File: src/sv/rdc_pkg.sv
// Shared types, constants and the digit-to-ASCII mapping of the radix digit converter.
package rdc_pkg;

  localparam int VALUE_W = 63;
  localparam int CHAR_W  = 7;
  localparam int RADIX_W = 5;
  localparam int DIGIT_W = 4;

  typedef logic [VALUE_W-1:0] value_t;
  typedef logic [CHAR_W-1:0]  char_t;
  typedef logic [RADIX_W-1:0] radix_t;
  typedef logic [DIGIT_W-1:0] digit_t;

  localparam radix_t RADIX_RESET = 5'd10;
  localparam radix_t RADIX_MIN   = 5'd2;
  localparam radix_t RADIX_MAX   = 5'd16;

  localparam char_t ASCII_ZERO    = 7'd48;
  localparam char_t ASCII_UPPER_A = 7'd65;
  localparam digit_t DECIMAL_TEN  = 4'd10;

  function automatic char_t digit_to_ascii(input digit_t d);
    char_t c;
    if (d < DECIMAL_TEN) begin
      c = ASCII_ZERO + char_t'(d);
    end else begin
      c = ASCII_UPPER_A + char_t'(d - DECIMAL_TEN);
    end
    return c;
  endfunction

endpackage

File: src/sv/radix_digit_converter.sv
// Radix digit converter: bit-serial division into a digit store, then ASCII emission MSD first.
// Each digit takes one division pass (one quotient bit per cycle); the digits are then emitted
// one result per cycle. A new value is taken only while idle, and busy stays high from start
// to the last read.
// Results cannot be stalled; strobe marks each one for a single cycle.
// Synchronous reset clears control state and sets the radix to ten.
module radix_digit_converter #(
  parameter int MAX_DIGITS = 64
) (
  input  logic           clk,
  input  logic           rst,
  input  logic           start,
  output logic           busy,
  input  rdc_pkg::value_t value,
  input  logic           cfg_valid,
  output logic           cfg_ready,
  input  rdc_pkg::radix_t cfg_data,
  output logic           strobe,
  output rdc_pkg::char_t digit_char,
  output logic           last
);
  import rdc_pkg::*;

  localparam int LIM    = (MAX_DIGITS > 63) ? 63 : MAX_DIGITS;
  localparam int IDX_W  = (LIM > 1) ? $clog2(LIM) : 1;
  localparam int BCNT_W = $clog2(VALUE_W);

  localparam logic [1:0] ST_IDLE = 2'd0;
  localparam logic [1:0] ST_DIV  = 2'd1;
  localparam logic [1:0] ST_EMIT = 2'd2;

  logic [1:0]        state;
  radix_t            radix;
  radix_t            divisor;
  value_t            quo;
  digit_t            rem;
  logic              nz;
  logic [BCNT_W-1:0] bit_cnt;
  logic [IDX_W-1:0]  cnt;
  logic [IDX_W-1:0]  rd_addr;
  digit_t            rd_data;
  logic              rd_last;
  logic              rd_vld;

  digit_t            mem [LIM];

  radix_t            trial;
  logic              qbit;
  digit_t            rem_next;
  logic              nz_next;
  radix_t            rclamp;

  assign busy      = (state != ST_IDLE);
  assign cfg_ready = (state == ST_IDLE);
  assign strobe    = rd_vld;
  assign last      = rd_last;
  assign digit_char = digit_to_ascii(rd_data);

  always_comb begin
    trial = {rem, quo[VALUE_W-1]};
    qbit  = (trial >= divisor);
    if (qbit) begin
      rem_next = digit_t'(trial - divisor);
    end else begin
      rem_next = trial[DIGIT_W-1:0];
    end
    nz_next = nz | qbit;
    priority if (radix < RADIX_MIN) begin
      rclamp = RADIX_MIN;
    end else if (radix > RADIX_MAX) begin
      rclamp = RADIX_MAX;
    end else begin
      rclamp = radix;
    end
  end

  always_ff @(posedge clk) begin
    if (rst) begin
      state  <= ST_IDLE;
      radix  <= RADIX_RESET;
      rd_vld <= 1'b0;
    end else begin
      rd_vld <= 1'b0;
      if (cfg_valid && cfg_ready) begin
        radix <= cfg_data;
      end
      unique case (state)
        ST_IDLE: begin
          if (start) begin
            state   <= ST_DIV;
            divisor <= rclamp;
            quo     <= value;
            rem     <= '0;
            nz      <= 1'b0;
            bit_cnt <= '0;
            cnt     <= '0;
          end
        end
        ST_DIV: begin
          quo <= {quo[VALUE_W-2:0], qbit};
          if (bit_cnt == BCNT_W'(VALUE_W - 1)) begin
            mem[cnt] <= rem_next;
            bit_cnt  <= '0;
            rem      <= '0;
            nz       <= 1'b0;
            if (!nz_next || cnt == IDX_W'(LIM - 1)) begin
              state   <= ST_EMIT;
              rd_addr <= cnt;
            end else begin
              cnt <= cnt + 1'b1;
            end
          end else begin
            bit_cnt <= bit_cnt + 1'b1;
            rem     <= rem_next;
            nz      <= nz_next;
          end
        end
        ST_EMIT: begin
          rd_data <= mem[rd_addr];
          rd_last <= (rd_addr == '0);
          rd_vld  <= 1'b1;
          rd_addr <= rd_addr - 1'b1;
          if (rd_addr == '0) begin
            state <= ST_IDLE;
          end
        end
        default: begin
          state <= ST_IDLE;
        end
      endcase
    end
  end

endmodule

File: config.mk
export PLATFORM = sky130hd
export DESIGN_NAME = radix_digit_converter
export DESIGN_NICKNAME = d
export VERILOG_FILES = /design/src/sv/rdc_pkg.sv /design/src/sv/radix_digit_converter.sv
export SDC_FILE = /design/constraint.sdc
export NUM_CORES = 1
export LEC_CHECK = 0
export BUFFER_PORTS_ARGS = -buffer_cell sky130_fd_sc_hd__buf_4
export CORE_MARGIN = 5
export CORE_UTILIZATION = 30
export CTS_CLUSTER_SIZE = 40
export DETAILED_ROUTE_END_ITERATION = 6
export GPL_TIMING_DRIVEN = 0
export REMOVE_ABC_BUFFERS = 1
export SLEW_MARGIN = 20
export SYNTH_ARGS = -nofsm -noshare
export SYNTH_HDL_FRONTEND = slang
export SYNTH_SLANG_ARGS = --single-unit
File: constraint.sdc
create_clock -name clk -period 5.94 [get_ports clk]
set_clock_uncertainty 0.15 [all_clocks]
set_input_delay 0.297 -clock clk [delete_from_list [all_inputs] [get_ports clk]]
set_output_delay 0.297 -clock clk [all_outputs]
set_load 0.02 [all_outputs]
==> impl_metrics.csv <==
group,metric,value,unit
outcome,outcome,"complete, no violations",
pwr,power_density,368,nW/um^2
synth,synth_common_cells,"edfxtp_1 (348), nor2_1 (95), mux2_2 (74), mux4_2 (51), nand2_1 (36)",
pwr,irDropWorstVdd,180,uV
critical_path,slowest_delay,0.96,ns
route,drcViolationCount,0,
synth,syn_avg_cell_area,17.2,um^2
grt,grt_max_degree,65,
floorplan,std_cell_rows,82,
sta,max_slew_margin,22.6,%
sta,layout_min_cycle_time,3.62,ns
grt,grt_usage,11.9,%
clock_tree,clock_path_buffers,3,
critical_path,path_buf_inv,2,
pwr,p_leak,6.16,nW
synth,ys_warn_count,0,
grt,grt_pass1_vias,8652,
synth,synth_area_leaders,"edfxtp_1 (70%), mux4_2 (7.7%), mux2_2 (5.6%), nor2_1 (2.4%), ha_1 (1.5%)",
critical_path,critPathKind,"reg -> reg",
grt,globalRouteMet2Util,19.2,%
critical_path,slowest_stage,"nor4b_1",
placed_design,pre_cts_slack,2.34,ns
finish,area_growth,23.6,%
synth,syn-instance-count,871,
hold_path,hold_class,"in -> reg",
sta,worst_pin_slew,1.16,ns
critical_path,crit_required,5.96,ns
critical_path,cpLargestDelayFamily,"simple AND/OR/NAND/NOR gates",
clock_tree,postCtsResizedCells,0,
critical_path,path_common_cell,"inv_1",
clock_tree,cts_setup_buffers,0,
route,routed_wl,32100,um
floorplan,fp.dieH,233,um
route,routed_via_density,4.68,
critical_path,end_kind,"flip-flop",
sta,final.period_utilization,60.9,%
synth,synth.largest_area_cell,"edfxtp_1",
finish,fin_nets,1135,
finish,fillers,4594,
clock_tree,cts_root_buffer,"clkbuf_16",
synth,synth.yosys.seq_area_share,70.8,%
critical_path,path_max_fanout,35,
sta,drv_slew,0,
sta,setup_ws,2.32,ns
clock_tree,clkTransAtPathRegs,0.06,ns
sta,final-setup-viol-count,0,
placed_design,dp_hpwl,20700,um
route,detail-route-antenna-nets,0,
placed_design,gp_congestion,0.781,
clock_tree,htreeDepth,2,
floorplan,ios,83,
synth,async_reset_ff_share,0,%
synth,synth_enable_flop_cells,348,
floorplan,initial_utilization,30.1,%
grt,met3_usage,2.60,%
route,drt-initial-drc-count,477,
finish,utilization,37.2,%
floorplan,dieArea,54500,um^2
route,vias,8164,
finish,design_area,18500,um^2
synth,netlist-cell-type-count,54,
route,drt_pre_antenna_iters,4,
run,drv_cap,0,
placed_design,portBuffers,82,
critical_path,critical_path_arrival,3.64,ns
sta,tns,0,ns
placed_design,placed_cell_area,16600,um^2
grt,grt.busiest_layer,"met2",
finish,drive_gt1_share,27.0,%
synth,post-synth-top-area-fraction,69.7,%
grt,grt-ovfl-total,0,
clock_tree,clock_latency,0.53,ns
grt,grt.met1_usage,16.1,%
grt,antenna_found_initial,1,
synth,synth_most_common_cell,"edfxtp_1",
clock_tree,cts_buffers,39,
synth,synth_top_flop_cell,"edfxtp_1",
critical_path,crit_path_start_kind,"flip-flop",
floorplan,die_x,233,um
clock_tree,cts_sinks,356,
synth,ys_ff_latch,356,
clock_tree,cts_tree,"built",
critical_path,crit_chain,"inv_1, ha_4, inv_1, nor4b_1, nand2_1, nor2_1",
sta,grt_setup_unrepaired,"no",
grt,grt_first_pass_wirelength,50400,um
sta,hold_viol_final,0,
route,wl_per_cell,18.4,um
floorplan,core,49800,um^2
sta,max_freq,276,MHz
synth,syn_area,15000,um^2
per-stage QoR:
stage               cells  hold slack (ns)  total power [mW]
CTS                  1742           0.0346              6.90
global route         1743           0.0894              7.13
detailed placement   1598            0.310              4.65
global placement     1580            0.312              4.56
floorplan             826            0.214              4.14
finish               1743           0.0789              6.82
placed cells by master (no fill, tap or decap), types with 4 or more instances in the layout:
cell type	netlist	routed
edfxtp_1	348	348
nor2_1	95	94
buf_4	1	82
dlygate4sd3_1	0	77
mux2_2	74	72
mux4_2	51	51
clkbuf_16	0	39
nand2_1	36	35
inv_1	20	20
nand3_1	18	18
a21oi_1	18	17
ha_1	18	17
o21ai_0	14	14
mux2i_1	13	13
a22oi_1	12	12
nor2b_1	11	11
xor2_1	9	9
clkinv_2	0	9
buf_8	0	9
clkbuf_1	16	8
dfxtp_1	8	8
xnor2_1	7	7
mux4_1	7	7
nand3b_1	6	6
buf_16	0	6
a21o_1	5	5
and3_1	5	5
a221oi_1	4	4
nand2b_1	4	4
or3_1	4	4
inv_6	0	4
clkinvlp_4	0	4
where the power goes:
group          switching [mW]  internal (mW)  leakage, nW
combinational           0.761          0.585         2.38
clock                   0.954           1.23        0.554
sequential             0.0970           3.20         3.23
path summary, 6_finish.rpt:
check	start	end	slack (ns)	cells after the start
hold reg to reg	state[1]	state[1]	0.35	1
setup reg to reg	state[1]	mem[46][3]	2.32	6
setup / recovery	state[1]	mem[46][3]	2.32	6
hold / removal	cfg_valid	radix[3]	0.08	3
tightest hold or removal path: cells and delay by family:
| family | cells | cell delay (ns) |
|---|---|---|
| buffers and inverters | 1 | 0.13 |
| AO/OA/AOI/OAI | 1 | 0.15 |
| AND/OR/NAND/NOR | 1 | 0.15 |
flip-flops by register name, indices dropped and copies added, names as in the netlist:
signal and count:
state 2, nz 1, divisor 5, rd_data 4, mem 252, rem 4, radix 5, strobe 1
quo 63, rd_addr 6, bit_cnt 6, last 1, cnt 6
timing repair:
| action | CTS | global route |
|---|---|---|
| hold buffers | 77 | 0 |
| endpoints found under the hold margin | 70 | 0 |
| endpoints found under the setup margin | 0 | 0 |
layout make-up:
cell class | count | area (um^2) | share of cell area, %
clock buffers | 48 | 1020 | 5.51
repair buffers | 177 | 1750 | 9.43
well taps | 672 | 841 | 4.54
clock inverters | 19 | 118 | 0.635
flip-flops and latches | 356 | 10600 | 57.3
inverters | 21 | 78.8 | 0.426
multi-input cells | 449 | 4100 | 22.1
diodes | 1 | 2.50 | 0.0135
logic make-up after synthesis:
group | count (synthesis) | synth area share [%]
DFF | 356 | 70.8
and+or+nand+nor | 194 | 5.82
muxes | 145 | 15.3
AOI/OAI and AO/OA | 75 | 3.37
buffers and inverters | 66 | 2.10
adders and majority gates | 19 | 1.64
xor gates and xnor gates | 16 | 0.935
layer usage:
metal / wire (um) / up-vias
li1: - / 3759
met1: 14200 / 4087
met4: 756 / 0
met5: 0 / -
met3: 1970 / 59
met2: 15200 / 259
No activity file was read; power rests on OpenSTA's default activity.
